$ cat src/hdl/mpv_pkg.sv
// Shared types and constants for the marker patch verifier.
`timescale 1ns / 1ps

package mpv_pkg;

  // Width of the patch dimension fields on the input port
  localparam int unsigned DIM_IN_W = 11;

  // Width of a pixel beat
  localparam int unsigned PIXEL_W = 8;

  // Pixel value that reads as white; anything else is dark
  localparam logic [PIXEL_W-1:0] WHITE_LEVEL = 8'hFF;

  // Per-pixel classification handed from the locate stage to the tally stage
  typedef struct packed {
    logic white;
    logic centre;
    logic last;
  } mpv_flags_t;

endpackage

$ cat src/hdl/marker_patch_verifier.sv
// Top level of the marker patch verifier.
//
// Pixels of one binarized, rectified patch stream in on the input channel in
// row-major order, one beat per pixel, with the patch width and height on
// every beat and last_pixel set on the final one. The block tracks column
// and row itself, counts white (255) and dark pixels over the whole patch and
// inside the central 40%..60% window, and sends one verdict beat
// (is_marker, center_passed) on the output channel per patch.
// Throughput: one pixel beat per clock while in_stall is low; the path is an
// input register, a classify register, a count snapshot and a result
// register, and a patch's verdict moves through them in that order.
// Non-last pixels produce no output beat.
// Reset (rst, synchronous) empties all stages and clears position and
// counters; in_stall is low once reset has ended.
// When the receiver stalls, the verdict is held and the snapshot stage and
// the counters keep absorbing pixels; input stalls only once a further
// last pixel finds no room ahead of it.
`timescale 1ns / 1ps

module marker_patch_verifier import mpv_pkg::*; #(
  parameter int unsigned MAX_PATCH_DIM = 1024
) (
  input  logic                clk,
  input  logic                rst,
  input  logic                in_valid,
  output logic                in_stall,
  input  logic [PIXEL_W-1:0]  pixel_value,
  input  logic [DIM_IN_W-1:0] patch_width,
  input  logic [DIM_IN_W-1:0] patch_height,
  input  logic                last_pixel,
  output logic                out_valid,
  input  logic                out_stall,
  output logic                is_marker,
  output logic                center_passed
);

  localparam int unsigned COUNT_W = 2 * $clog2(MAX_PATCH_DIM) + 1;

  logic               flag_valid;
  logic               flag_ready;
  mpv_flags_t         flag;
  logic               snap_valid;
  logic               snap_ready;
  logic [COUNT_W-1:0] snap_center_white;
  logic [COUNT_W-1:0] snap_center_dark;
  logic [COUNT_W-1:0] snap_total_white;
  logic [COUNT_W-1:0] snap_total_dark;

  // Position tracking and pixel classification
  mpv_locate #(
    .MAX_PATCH_DIM (MAX_PATCH_DIM)
  ) u_locate (
    .clk          (clk),
    .rst          (rst),
    .in_valid     (in_valid),
    .in_stall     (in_stall),
    .pixel_value  (pixel_value),
    .patch_width  (patch_width),
    .patch_height (patch_height),
    .last_pixel   (last_pixel),
    .flag_valid   (flag_valid),
    .flag         (flag),
    .flag_ready   (flag_ready)
  );

  // Counters and end-of-patch snapshot
  mpv_tally #(
    .MAX_PATCH_DIM (MAX_PATCH_DIM)
  ) u_tally (
    .clk               (clk),
    .rst               (rst),
    .flag_valid        (flag_valid),
    .flag              (flag),
    .flag_ready        (flag_ready),
    .snap_valid        (snap_valid),
    .snap_ready        (snap_ready),
    .snap_center_white (snap_center_white),
    .snap_center_dark  (snap_center_dark),
    .snap_total_white  (snap_total_white),
    .snap_total_dark   (snap_total_dark)
  );

  // Verdict and result register
  mpv_judge #(
    .MAX_PATCH_DIM (MAX_PATCH_DIM)
  ) u_judge (
    .clk               (clk),
    .rst               (rst),
    .snap_valid        (snap_valid),
    .snap_ready        (snap_ready),
    .snap_center_white (snap_center_white),
    .snap_center_dark  (snap_center_dark),
    .snap_total_white  (snap_total_white),
    .snap_total_dark   (snap_total_dark),
    .out_valid         (out_valid),
    .out_stall         (out_stall),
    .is_marker         (is_marker),
    .center_passed     (center_passed)
  );

endmodule

$ cat src/hdl/mpv_locate.sv
// Input register, raster position tracking and per-pixel classification.
`timescale 1ns / 1ps

module mpv_locate import mpv_pkg::*; #(
  parameter int unsigned MAX_PATCH_DIM = 1024
) (
  input  logic                clk,
  input  logic                rst,
  input  logic                in_valid,
  output logic                in_stall,
  input  logic [PIXEL_W-1:0]  pixel_value,
  input  logic [DIM_IN_W-1:0] patch_width,
  input  logic [DIM_IN_W-1:0] patch_height,
  input  logic                last_pixel,
  output logic                flag_valid,
  output mpv_flags_t          flag,
  input  logic                flag_ready
);

  localparam int unsigned POS_W = $clog2(MAX_PATCH_DIM);
  localparam int unsigned DIM_W = $clog2(MAX_PATCH_DIM + 1);
  localparam int unsigned CMP_W = (DIM_W > DIM_IN_W) ? DIM_W : DIM_IN_W;
  localparam int unsigned E_W   = $clog2(10 * MAX_PATCH_DIM + 6);
  localparam logic [CMP_W-1:0] MAX_DIM_C = CMP_W'(MAX_PATCH_DIM);
  localparam logic [POS_W-1:0] ROW_LIMIT = POS_W'(MAX_PATCH_DIM - 1);

  // Input beat register
  logic                s1_valid;
  logic [PIXEL_W-1:0]  s1_pixel;
  logic [DIM_IN_W-1:0] s1_width;
  logic [DIM_IN_W-1:0] s1_height;
  logic                s1_last;

  // Raster position of the pixel held in the input register
  logic [POS_W-1:0] column_position;
  logic [POS_W-1:0] row_position;
  logic [POS_W-1:0] column_position_next;
  logic [POS_W-1:0] row_position_next;

  logic             s1_ready;
  logic             s1_fire;
  logic [DIM_W-1:0] w_dim;
  logic [DIM_W-1:0] h_dim;
  logic [DIM_W-1:0] column_plus1;
  mpv_flags_t       flag_next;

  // Zero reads as one, oversize reads as the maximum dimension
  function automatic logic [DIM_W-1:0] clamp_dim(input logic [DIM_IN_W-1:0] d);
    logic [CMP_W-1:0] ext;
    logic [CMP_W-1:0] res;
    ext = CMP_W'(d);
    if (ext == '0) begin
      res = CMP_W'(1);
    end else if (ext > MAX_DIM_C) begin
      res = MAX_DIM_C;
    end else begin
      res = ext;
    end
    return res[DIM_W-1:0];
  endfunction

  // pos in [round(0.4*dim), round(0.6*dim)) without a divide:
  // pos >= (4d+5)/10  <=>  10*(pos+1) > 4d+5
  // pos <  (6d+5)/10  <=>  10*(pos+1) <= 6d+5
  function automatic logic in_window(input logic [POS_W-1:0] pos,
                                     input logic [DIM_W-1:0] dim);
    logic [E_W-1:0] p1;
    logic [E_W-1:0] d;
    logic [E_W-1:0] ten_p;
    logic [E_W-1:0] lo_b;
    logic [E_W-1:0] hi_b;
    p1    = E_W'(pos) + E_W'(1);
    d     = E_W'(dim);
    ten_p = (p1 << 3) + (p1 << 1);
    lo_b  = (d << 2) + E_W'(5);
    hi_b  = (d << 2) + (d << 1) + E_W'(5);
    return (ten_p > lo_b) && (ten_p <= hi_b);
  endfunction

  // Handshake: the input register frees up when its beat moves on
  assign s1_ready = !s1_valid || !flag_valid || flag_ready;
  assign s1_fire  = s1_valid && (!flag_valid || flag_ready);
  assign in_stall = !s1_ready;

  assign w_dim        = clamp_dim(s1_width);
  assign h_dim        = clamp_dim(s1_height);
  assign column_plus1 = DIM_W'(column_position) + DIM_W'(1);

  // Classify the held pixel
  always_comb begin
    flag_next.white  = (s1_pixel == WHITE_LEVEL);
    flag_next.centre = in_window(column_position, w_dim) &&
                       in_window(row_position, h_dim);
    flag_next.last   = s1_last;
  end

  // Advance the raster position; the last pixel restarts it
  always_comb begin
    column_position_next = column_position;
    row_position_next    = row_position;
    if (s1_last) begin
      column_position_next = '0;
      row_position_next    = '0;
    end else if (column_plus1 >= w_dim) begin
      column_position_next = '0;
      if (row_position < ROW_LIMIT) begin
        row_position_next = row_position + POS_W'(1);
      end
    end else begin
      column_position_next = column_plus1[POS_W-1:0];
    end
  end

  // Input register
  always_ff @(posedge clk) begin
    if (rst) begin
      s1_valid <= 1'b0;
    end else if (s1_ready) begin
      s1_valid <= in_valid;
    end
    if (s1_ready && in_valid) begin
      s1_pixel  <= pixel_value;
      s1_width  <= patch_width;
      s1_height <= patch_height;
      s1_last   <= last_pixel;
    end
  end

  // Position state
  always_ff @(posedge clk) begin
    if (rst) begin
      column_position <= '0;
      row_position    <= '0;
    end else if (s1_fire) begin
      column_position <= column_position_next;
      row_position    <= row_position_next;
    end
  end

  // Flag register
  always_ff @(posedge clk) begin
    if (rst) begin
      flag_valid <= 1'b0;
    end else if (!flag_valid || flag_ready) begin
      flag_valid <= s1_valid;
    end
    if (s1_fire) begin
      flag <= flag_next;
    end
  end

endmodule

$ cat src/hdl/mpv_tally.sv
// Saturating white/dark counters and the end-of-patch count snapshot.
`timescale 1ns / 1ps

module mpv_tally import mpv_pkg::*; #(
  parameter int unsigned MAX_PATCH_DIM = 1024
) (
  input  logic                                 clk,
  input  logic                                 rst,
  input  logic                                 flag_valid,
  input  mpv_flags_t                           flag,
  output logic                                 flag_ready,
  output logic                                 snap_valid,
  input  logic                                 snap_ready,
  output logic [2*$clog2(MAX_PATCH_DIM):0]     snap_center_white,
  output logic [2*$clog2(MAX_PATCH_DIM):0]     snap_center_dark,
  output logic [2*$clog2(MAX_PATCH_DIM):0]     snap_total_white,
  output logic [2*$clog2(MAX_PATCH_DIM):0]     snap_total_dark
);

  localparam int unsigned COUNT_W = 2 * $clog2(MAX_PATCH_DIM) + 1;

  logic [COUNT_W-1:0] center_white_count;
  logic [COUNT_W-1:0] center_dark_count;
  logic [COUNT_W-1:0] total_white_count;
  logic [COUNT_W-1:0] total_dark_count;
  logic [COUNT_W-1:0] center_white_count_next;
  logic [COUNT_W-1:0] center_dark_count_next;
  logic [COUNT_W-1:0] total_white_count_next;
  logic [COUNT_W-1:0] total_dark_count_next;
  logic               flag_fire;

  function automatic logic [COUNT_W-1:0] sat_inc(input logic [COUNT_W-1:0] c,
                                                 input logic             en);
    if (en && (c != '1)) begin
      return c + COUNT_W'(1);
    end
    return c;
  endfunction

  // A non-last beat always drains; a last beat needs room in the snapshot
  assign flag_ready = !flag.last || !snap_valid || snap_ready;
  assign flag_fire  = flag_valid && flag_ready;

  // Counts including the current pixel
  always_comb begin
    center_white_count_next = sat_inc(center_white_count, flag.centre && flag.white);
    center_dark_count_next  = sat_inc(center_dark_count, flag.centre && !flag.white);
    total_white_count_next  = sat_inc(total_white_count, flag.white);
    total_dark_count_next   = sat_inc(total_dark_count, !flag.white);
  end

  // Running counters; cleared after the last pixel
  always_ff @(posedge clk) begin
    if (rst) begin
      center_white_count <= '0;
      center_dark_count  <= '0;
      total_white_count  <= '0;
      total_dark_count   <= '0;
    end else if (flag_fire) begin
      if (flag.last) begin
        center_white_count <= '0;
        center_dark_count  <= '0;
        total_white_count  <= '0;
        total_dark_count   <= '0;
      end else begin
        center_white_count <= center_white_count_next;
        center_dark_count  <= center_dark_count_next;
        total_white_count  <= total_white_count_next;
        total_dark_count   <= total_dark_count_next;
      end
    end
  end

  // Snapshot of the final counts of one patch
  always_ff @(posedge clk) begin
    if (rst) begin
      snap_valid <= 1'b0;
    end else if (flag_fire && flag.last) begin
      snap_valid <= 1'b1;
    end else if (snap_ready) begin
      snap_valid <= 1'b0;
    end
    if (flag_fire && flag.last) begin
      snap_center_white <= center_white_count_next;
      snap_center_dark  <= center_dark_count_next;
      snap_total_white  <= total_white_count_next;
      snap_total_dark   <= total_dark_count_next;
    end
  end

endmodule

$ cat src/hdl/mpv_judge.sv
// Verdict compares and the result register.
`timescale 1ns / 1ps

module mpv_judge import mpv_pkg::*; #(
  parameter int unsigned MAX_PATCH_DIM = 1024
) (
  input  logic                             clk,
  input  logic                             rst,
  input  logic                             snap_valid,
  output logic                             snap_ready,
  input  logic [2*$clog2(MAX_PATCH_DIM):0] snap_center_white,
  input  logic [2*$clog2(MAX_PATCH_DIM):0] snap_center_dark,
  input  logic [2*$clog2(MAX_PATCH_DIM):0] snap_total_white,
  input  logic [2*$clog2(MAX_PATCH_DIM):0] snap_total_dark,
  output logic                             out_valid,
  input  logic                             out_stall,
  output logic                             is_marker,
  output logic                             center_passed
);

  localparam int unsigned COUNT_W = 2 * $clog2(MAX_PATCH_DIM) + 1;
  localparam int unsigned TEN_W   = COUNT_W + 4;
  localparam int unsigned SUM_W   = COUNT_W + 1;

  logic [TEN_W-1:0] dark_p1;
  logic [TEN_W-1:0] dark_scaled;
  logic [SUM_W-1:0] white_p1;
  logic             centre_ok;
  logic             marker_ok;

  // Centre passes when 10*(1+dark) < white; marker also needs dark > white+1
  always_comb begin
    dark_p1     = TEN_W'(snap_center_dark) + TEN_W'(1);
    dark_scaled = (dark_p1 << 3) + (dark_p1 << 1);
    white_p1    = SUM_W'(snap_total_white) + SUM_W'(1);
    centre_ok   = dark_scaled < TEN_W'(snap_center_white);
    marker_ok   = centre_ok && (SUM_W'(snap_total_dark) > white_p1);
  end

  assign snap_ready = !out_valid || !out_stall;

  // Result register
  always_ff @(posedge clk) begin
    if (rst) begin
      out_valid <= 1'b0;
    end else if (snap_ready) begin
      out_valid <= snap_valid;
    end
    if (snap_ready && snap_valid) begin
      is_marker     <= marker_ok;
      center_passed <= centre_ok;
    end
  end

endmodule

$ cat config.mk
export PLATFORM = sky130hd
export DESIGN_NAME = marker_patch_verifier
export DESIGN_NICKNAME = d
export VERILOG_FILES = /design/src/hdl/mpv_pkg.sv /design/src/hdl/marker_patch_verifier.sv /design/src/hdl/mpv_locate.sv /design/src/hdl/mpv_tally.sv /design/src/hdl/mpv_judge.sv
export SDC_FILE = /design/constraint.sdc
export NUM_CORES = 1
export LEC_CHECK = 0
export ABC_CLOCK_PERIOD_IN_PS = 5150
export BUFFER_PORTS_ARGS = -buffer_cell sky130_fd_sc_hd__buf_2
export CAP_MARGIN = 20
export CELL_PAD_IN_SITES_DETAIL_PLACEMENT = 1
export CELL_PAD_IN_SITES_GLOBAL_PLACEMENT = 1
export CORE_ASPECT_RATIO = 1.4
export CORE_UTILIZATION = 45
export DETAILED_ROUTE_END_ITERATION = 6
export PLACE_DENSITY = 0.74
export REMOVE_ABC_BUFFERS = 1
export SLEW_MARGIN = 20
export SYNTH_ARGS = -nofsm -noshare
export SYNTH_HDL_FRONTEND = slang
export SYNTH_SLANG_ARGS = --single-unit
$ cat constraint.sdc
create_clock -name clk -period 5.15 [get_ports clk]
set_input_delay 0.2575 -clock clk [delete_from_list [all_inputs] [get_ports clk]]
set_output_delay 0.2575 -clock clk [all_outputs]
set_load 0.05 [all_outputs]
==> flow_summary.ini, run 1 <==
[synthesis]
syn_area_sq_um = 15900
async_flop_share_pct = 0
synth_cell_types = 75
seq_area_frac_synth_pct = 36.4
synth_edf_count = 120
ys_ff_latch = 228
synth_flop_cell = edfxtp_1
yosysWarnings = 0
synthCells = 1703
avgSynthCellArea_sq_um = 9.31

[timing]
maxSlewHeadroom_pct = 40.6
finalClockSkew_ps = 12.5
fin_crit_sh_pct = 92.4
final-setup-viol-count = 0
tightest_slew_ps = 891
drv_slew = 0
whs_ps = 47.5
hold_viol_final = 0
fin_ws_ps = 389
min_period_ps = 4760
fmax_mhz = 210
setup_tns_ps = 0

[final_layout]
final_nets = 2000
fin_area_sq_um = 17800
insertedDiodeCount = 0
fillers = 4003
final_util_pct = 51.2
drive_above_1_share_pct = 8.53
area_growth_pct = 12.5
final_cells = 2250

[clock_network]
root_buffer = clkbuf_16
htree_levels = 1
clkSinkCount = 228
cts_tree = yes
cts_buffer_depth = 3
insertion_delay_ps = 560
cts-buffers-inserted = 25
clkTransAtPathRegs_ps = 70

[placement]
dpl.hpwl_um = 31000
dpl_cell_area_sq_um = 16600
numPortBuffers = 38
gp_congestion = 0.835
placedCellCount = 2168
pre_cts_ws_ps = 75.9

[global_routing]
grtUsageTotal_pct = 23.1
grt-ovfl-total = 0
grt_max_degree = 85
grt_pass1_wl_um = 67200
antenna_found_initial = 0
grt_pass1_vias = 13600

[setup_path]
r2r-start = u_tally.snap_center_dark[0]
worst_r2r_path_depth = 23
critPathLaunchType = register
worst_setup_path_end_kind = register
cp_data_required_time_ps = 5530
path_max_fanout = 5
path_cells = ha_2 > and3_1 > nand3_1 > nor2_1 > xor2_1 > ha_1 > o21ai_1 > o21ai_0 > a21oi_1 > o21ai_1 > nand2_1 > nand2b_1 > a21oi_1 > xnor2_1 > ha_1 > a21oi_1 > nor2b_1 > o21ai_0 > o21ai_0 > a211o_1 > a2111oi_0 > nand2_1 > nor4b_2
r2r_slack_ps = 390
r2r_end = u_judge.is_marker
critical_path_class = register to register
cpPeakStageDelay_ps = 440
cpMaxStageDelayCell = edfxtp_1
crit_arrival_ps = 5150

[min_path]
hold_end = u_tally.snap_valid
hp-start = out_stall
hold_path.class = input port to register
whs_path_depth = 3

[detailed_routing]
route.detailed.drc = 0
num_vias = 12800
wl_per_cell_um = 18.3
routed_wl_um = 41200
ant_nets = 0
first_pass_iters = 5
drtIter0Drc = 489
avgViaCountPerCell = 5.70

[floorplan]
io_pins = 39
row_count = 81
initial_core_util_pct = 45.5
fp.dieH_um = 224
dieArea_sq_um = 36000
die_w_um = 161
core_sq_um = 34900

[power]
vdd_drop_max_mv = 0.278
powerDensity_nw_per_um2 = 253
p_total_mw = 4.52
power_leakage_nw = 7.40

[run]
cap_violations = 0

[run_status]
outcome = finished, final reports clean
==> logic make-up after synthesis <==
kind of cell,count (synthesis),share of synthesized area [%]
simple gates,571,18.2
compound gates,382,15.4
flops,228,36.4
xor+xnor,198,11.0
fa+ha+maj,190,15.2
buf+inv,125,3.23
mux,9,0.607
==> Yosys cell counts (9+ instances only) <==
cell type	count	share of area, %
a22o_1	19	1.0
and4_1	9	0.50
a32o_1	11	0.69
a21o_1	33	1.6
nor3_1	31	0.98
clkbuf_1	41	0.97
nand2b_1	13	0.51
nand4_1	54	2.1
inv_1	71	1.7
and2_1	11	0.43
dfxtp_1	108	14
a21oi_1	101	3.2
nand3_1	59	1.9
o21ai_0	101	3.2
xnor2_1	109	6.0
ha_1	185	15
nor2b_1	30	1.2
and3_1	33	1.3
a22oi_1	12	0.57
o31ai_1	9	0.43
nand2_1	153	3.6
xor2_1	88	4.9
a31oi_1	30	1.2
edfxtp_1	120	23
nor2_1	128	3.0
nor4_1	14	0.55
o21a_1	21	0.99
==> layout make-up <==
type | instances | area, sq um | area share, %
inverter | 72 | 270 | 1.51
tap | 456 | 571 | 3.20
multi-input combinational | 1350 | 9640 | 54.1
timing repair buffer | 98 | 724 | 4.06
clock inverter | 14 | 145 | 0.814
sequential | 228 | 5770 | 32.3
clock buffer | 32 | 719 | 4.03
==> worst max-delay path by stage <==
stage | depth (start not counted) | to | startpoint | slack [ps]
after floorplan | 3 | u_tally.snap_center_dark[0] | u_locate.flag[0] | 170
after global placement | 22 | u_judge.is_marker | u_tally.snap_center_dark[0] | 320
after detailed placement | 23 | u_judge.is_marker | u_tally.snap_center_dark[2] | 80
after CTS | 23 | u_judge.is_marker | u_tally.snap_center_dark[2] | 50
after global routing | 23 | u_judge.is_marker | u_tally.snap_center_dark[0] | -30
final | 23 | u_judge.is_marker | u_tally.snap_center_dark[0] | 390
==> worst max-delay path, delay by kind of cell (launching register included) <==
| family | cells | cell delay, ps |
|---|---|---|
| adder cells (fa/ha/maj) | 3 | 870 |
| AND/OR/NAND/NOR | 8 | 1130 |
| AO/OA/AOI/OAI | 10 | 1740 |
| XOR/XNOR | 2 | 420 |
| flip-flops | 1 | 440 |
==> per-layer routing <==
metal,track usage (%),up-vias,routed length (um)
li1,-,6341,-
met1,24.4,6246,16300
met2,45.0,153,22300
met3,2.74,74,1070
met4,10.3,0,1530
met5,0,-,0
==> where the power goes <==
group          switching [mW]  total [mW]  internal (mW)
Sequential             0.0370        1.99           1.96
Combinational           0.361       0.623          0.261
Clock                   0.805        1.91           1.10
Total                    1.20        4.52           3.32
==> layout by cell type (no fill, tap or decap), types with 6 or more instances in the layout <==
cell type      count
nand2_1          152
xnor2_1          107
a21o_1            33
buf_4             27
ha_1             183
buf_2             38
nand2b_1          13
nand3_1           59
nor2_1           125
xor2_1            88
o31ai_1            9
dlygate4sd3_1     32
o21bai_1           7
a21oi_1          101
dfxtp_1          108
clkinv_2           7
a22o_1            19
inv_1             71
edfxtp_1         120
nor3_1            29
nor4_1            14
and4_1             9
and2_1            11
a32o_1            11
a31oi_1           30
nand4_1           54
and3_1            33
a22oi_1           12
o21ai_0           98
a211oi_1           6
nor2b_1           30
o21a_1            21
clkbuf_16         28
==> registers in the layout (all words and copies together) (netlist names), 11 cells and up <==
| signal | cells |
|---|---|
| u_tally.snap_total_dark | 21 |
| u_locate.s1_width | 11 |
| u_tally.total_dark_count | 21 |
| u_tally.snap_total_white | 21 |
| u_tally.total_white_count | 21 |
| u_tally.center_white_count | 21 |
| u_tally.snap_center_white | 21 |
| u_tally.snap_center_dark | 21 |
| u_tally.center_dark_count | 21 |
| u_locate.s1_height | 11 |
==> repair_timing <==
item,in CTS,in global routing
setup buffers,0,4
hold buffers,32,0
hold endpoints to repair,32,0
setup endpoints to repair,0,2
gates resized for setup,0,11
Power figures use the tool's default switching activity.
==> inputs of run 2 (changes only) <==
- MAX_ROUTING_LAYER: not set -> met4
==> flow_summary.ini, run 2 (synthesis results as in run 1) <==
[run_status]
outcome = finished, final reports clean

[detailed_routing]
avgViaCountPerCell = 5.74
drtIter0Drc = 431
routed_wl_um = 41500
route.detailed.drc = 0
wl_per_cell_um = 18.4
num_vias = 12900
ant_nets = 0
first_pass_iters = 5

[floorplan]
fp.dieH_um = 224
row_count = 81
initial_core_util_pct = 45.5
die_w_um = 161
dieArea_sq_um = 36000
core_sq_um = 34900
io_pins = 39

[run]
cap_violations = 0

[setup_path]
path_buf_inv = 1
cp_data_required_time_ps = 5520
critPathLaunchType = register
worst_setup_path_end_kind = register
critical_path_class = register to register
cpMaxStageDelayCell = edfxtp_1
worst_r2r_path_depth = 21
path_max_fanout = 4
path_depth = 21
crit_arrival_ps = 5190
cp_top_family = compound AO/OA/AOI/OAI gates
cpPeakStageDelay_ps = 430
cp_common_cell = nand2_1
path_cells = ha_2 > and3_2 > nand2_1 > xnor2_1 > ha_1 > a21oi_1 > nand2_1 > o21ai_1 > inv_1 > a21o_1 > a21oi_1 > xnor2_1 > ha_1 > nand2_1 > o21ai_0 > a2111oi_1 > o21ai_0 > nor4b_1 > a2111oi_1 > nand2_1 > nor4b_2

[power]
power.switching_mw = 1.21
powerDensity_nw_per_um2 = 255
seqPwrFrac_pct = 43.8
power_leakage_nw = 7.38
p_comb_share_pct = 13.9
internal_power_mw = 3.34
vdd_drop_max_mv = 0.302
clockPowerShare_pct = 42.4
p_total_mw = 4.55
switching_share_pct = 26.5

[final_layout]
layout_commonest_cell = ha_1
fillers = 4022
final_nets = 2002
insertedDiodeCount = 0
drive_above_1_share_pct = 8.63
area_growth_pct = 12.8
multiInputGateArea_sq_um = 9650
ff_latch_area_sq_um = 5770
final_cells = 2253
layout_common_cells = ha_1, nand2_1, nor2_1

[clock_network]
clkSinkCount = 228
cts_tree = yes
cts-buffers-inserted = 26
root_buffer = clkbuf_16
insertion_delay_ps = 550
cts_buffer_depth = 3
htree_levels = 1
clkTransAtPathRegs_ps = 60

[timing]
fmax_mhz = 208
hold_viol_final = 0
finalClockSkew_ps = 14.4
fin_crit_sh_pct = 93.5
fin_ws_ps = 333
final-setup-viol-count = 0
drv_slew = 0
min_period_ps = 4820
maxSlewHeadroom_pct = 30.1
tightest_slew_ps = 1050

[placement]
dpl.hpwl_um = 31000
pre_cts_ws_ps = 32.7
placedCellCount = 2167
numPortBuffers = 38
gp_congestion = 0.833

[global_routing]
grt_max_degree = 63
antenna_found_initial = 0
grt_pass1_wl_um = 68200
grt-ovfl-total = 0
grt_pass1_vias = 13700
grtUsageTotal_pct = 24.1

[min_path]
hold_path.class = input port to register
whs_path_depth = 3
## run 2: changes by cell type in the layout (fill, tap and decap cells not counted), moves of 2 or more
cell	change
clkinv_2	-5
a2111oi_1	+2
clkinvlp_4	+5
inv_6	+2
a2111oi_0	-2
inv_4	-2
clkinv_1	+4
## run 2: worst register-to-register path, cell delays in order, from the launching register on
cell       delay, ps
edfxtp_1         430
ha_2             250
and3_2           240
nand2_1           80
xnor2_1          220
ha_1             320
a21oi_1          210
nand2_1           90
o21ai_1          250
inv_1            100
a21o_1           190
a21oi_1          180
xnor2_1          170
ha_1             290
nand2_1           70
o21ai_0           80
a2111oi_1        310
o21ai_0          230
nor4b_1          210
a2111oi_1        370
nand2_1          130
nor4b_2          230
## run 2: worst paths after layout
| check | slack, ps | endpoint | start |
|---|---|---|---|
| min | 220 | u_locate.s1_valid | rst |
| max | 330 | u_judge.is_marker | u_tally.snap_center_dark[0] |
| max reg2reg | 330 | u_judge.is_marker | u_tally.snap_center_dark[0] |
| min reg2reg | 490 | u_tally.center_dark_count[10] | u_tally.center_dark_count[10] |
## run 2: layout make-up
class / count / area share, %
Clock inverter: 18 / 1.05
Multi-Input combinational cell: 1350 / 54.0
Sequential cell: 228 / 32.2
Inverter: 72 / 1.51
Timing Repair Buffer: 99 / 4.15
Tap cell: 456 / 3.19
Clock buffer: 30 / 3.90
## run 2: timing repair
item                                    4_1_cts  5_1_grt
pin swaps                                     0        3
hold buffers                                 33        0
buffers inserted                              0        5
gates resized for setup                       1       15
endpoints found under the setup margin        1        2
hold endpoints to repair                     33        0
## run 2: metrics by stage
step / instance area, sq um / hold slack (ps) / TNS, ps / util [%]
after floorplan: 15600 / 327 / 0 / -
after CTS: 17800 / 208 / 0 / 51.1
final: 17900 / 220 / 0 / 51.3
after global placement: 16600 / 434 / 0 / 47.6
after global routing: 17900 / 209 / -48.9 / 51.3
after detailed placement: 16600 / 436 / 0 / 47.6
## run 2: power by group through the flow
stage          Sequential [mW]  Combinational, mW  Clock [mW]
2_1_floorplan             2.02              0.418           0
3_3_place_gp              2.03              0.581           0
5_1_grt                   2.00              0.712        2.03
3_5_place_dp              2.03              0.607           0
4_1_cts                   1.99              0.632        1.97
6_report                  1.99              0.631        1.93
## run 2: layer usage
metal	routed length (um)	GRT usage, %
met1	16300	25.2
met2	22300	45.5
met3	1140	2.33
met4	1690	10.4
met5	0	-
==> inputs of run 3 (changes only) <==
- CORE_MARGIN: not set -> 4
==> flow_summary.ini, run 3 (synthesis results as in run 1) <==
[power]
powerDensity_nw_per_um2 = 249
power_leakage_nw = 7.36
vdd_drop_max_mv = 0.252
p_total_mw = 4.43

[setup_path]
cp_data_required_time_ps = 5520
crit_arrival_ps = 5070
critPathLaunchType = register
path_buf_inv = 1
cpMaxStageDelayCell = edfxtp_1
path_cells = ha_1 > and3_2 > nand4_1 > xnor2_1 > ha_1 > a211oi_2 > o21ai_0 > a21oi_1 > o21ai_1 > nand2_1 > nand2b_1 > a21oi_1 > xnor2_1 > ha_1 > a21oi_1 > nor2b_1 > o21ai_0 > o21ai_0 > a211o_1 > a2111oi_2 > buf_4 > nand2_1 > nor4b_1
cp_top_family = compound AO/OA/AOI/OAI gates
critical_path_class = register to register
path_max_fanout = 6
r2r_slack_ps = 450
cpPeakStageDelay_ps = 420
worst_setup_path_end_kind = register

[placement]
placedCellCount = 2168
gp_congestion = 0.905
pre_cts_ws_ps = 209
dpl.hpwl_um = 31500
numPortBuffers = 38

[global_routing]
grt_pass1_wl_um = 70700
grt_pass1_vias = 14000
grtUsageTotal_pct = 22.7
grt-ovfl-total = 0
grt_max_degree = 51
antenna_found_initial = 0

[final_layout]
area_growth_pct = 12.1
final_cells = 2250
fillers = 4025
drive_above_1_share_pct = 8.08
multiInputGateArea_sq_um = 9640
layout_commonest_cell = ha_1
ff_latch_area_sq_um = 5770
insertedDiodeCount = 0
layout_common_cells = ha_1, nand2_1, nor2_1
final_nets = 2000

[detailed_routing]
avgViaCountPerCell = 5.74
first_pass_iters = 4
route.detailed.drc = 0
drtIter0Drc = 436
wl_per_cell_um = 18.8
ant_nets = 0
num_vias = 12900
routed_wl_um = 42300

[timing]
maxSlewHeadroom_pct = 31.8
fin_crit_sh_pct = 91.3
tightest_slew_ps = 1020
fin_ws_ps = 449
hold_viol_final = 0
min_period_ps = 4700
setup_tns_ps = 0
final-setup-viol-count = 0
finalClockSkew_ps = 23.5
fmax_mhz = 213
rsz0062_at_grt = no
drv_slew = 0

[clock_network]
cts-buffers-inserted = 25
root_buffer = clkbuf_16
htree_levels = 1
cts_buffer_depth = 3
insertion_delay_ps = 560
clkSinkCount = 228
clkTransAtPathRegs_ps = 70
cts_tree = yes

[min_path]
hold_path.class = input port to register

[floorplan]
core_sq_um = 34900
fp.dieH_um = 230
initial_core_util_pct = 45.5
dieArea_sq_um = 38400
row_count = 81
io_pins = 39
die_w_um = 167

[run_status]
outcome = finished, final reports clean

[run]
cap_violations = 0
-- run 3: cell count changes in the layout (fill, tap and decap cells not counted), moves of 3 or more --
cell	change
clkinv_2	+4
clkinvlp_4	-4
ha_1	+3
ha_2	-3
-- run 3: final cells by class --
| type | count | share of cell area (%) |
|---|---|---|
| Timing Repair Buffer | 98 | 4.14 |
| Clock inverter | 16 | 0.844 |
| Clock buffer | 30 | 3.68 |
| Sequential cell | 228 | 32.4 |
| Multi-Input combinational cell | 1350 | 54.2 |
| Tap cell | 456 | 3.21 |
| Inverter | 72 | 1.52 |
-- run 3: final timing paths --
check                                 from                             to  cells past startpoint
max            u_tally.snap_center_dark[0]              u_judge.is_marker                     23
max reg2reg    u_tally.snap_center_dark[0]              u_judge.is_marker                     23
min                                    rst              u_locate.s1_valid                      3
min reg2reg  u_tally.center_dark_count[10]  u_tally.center_dark_count[10]                      2
-- run 3: per-stage QoR --
step | hold WS, ps | cell area (sq um) | utilization (%)
CTS | 159 | 17700 | 50.9
global route | 208 | 17800 | 51.0
floorplan | 327 | 15600 | -
finish | 212 | 17800 | 51.0
detailed placement | 436 | 16600 | 47.6
global placement | 434 | 16600 | 47.6
-- run 3: repair_timing --
item / CTS / global route
hold endpoints to repair: 33 / 0
endpoints found under the setup margin: 0 / 2
setup buffers: 0 / 3
hold buffers: 33 / 0
gates resized for setup: 0 / 12
-- run 3: layer usage --
metal  global-route usage, %  routed length [um]  part of all wire, %  up-vias
met4                    7.83                1450                  3.4        0
li1                        -                   -                    -     6339
met2                    42.9               23200                   55      162
met1                    24.8               16700                   39     6342
met3                    2.06                1040                  2.5       79
met5                       -                   0                    0        -
-- run 3: power breakdown --
part	leakage [nW]	internal, mW	total, mW	switching [mW]
Clock	0.397	1.01	1.79	0.780
Sequential	1.89	1.96	2.00	0.0403
Combinational	5.07	0.265	0.635	0.370
Total	7.36	3.23	4.43	1.19
-- run 3: tightest hold or removal path: cells and delay by family --
kind | cells | cell delay (ps)
buffers and inverters | 2 | 280
AO/OA/AOI/OAI | 1 | 170
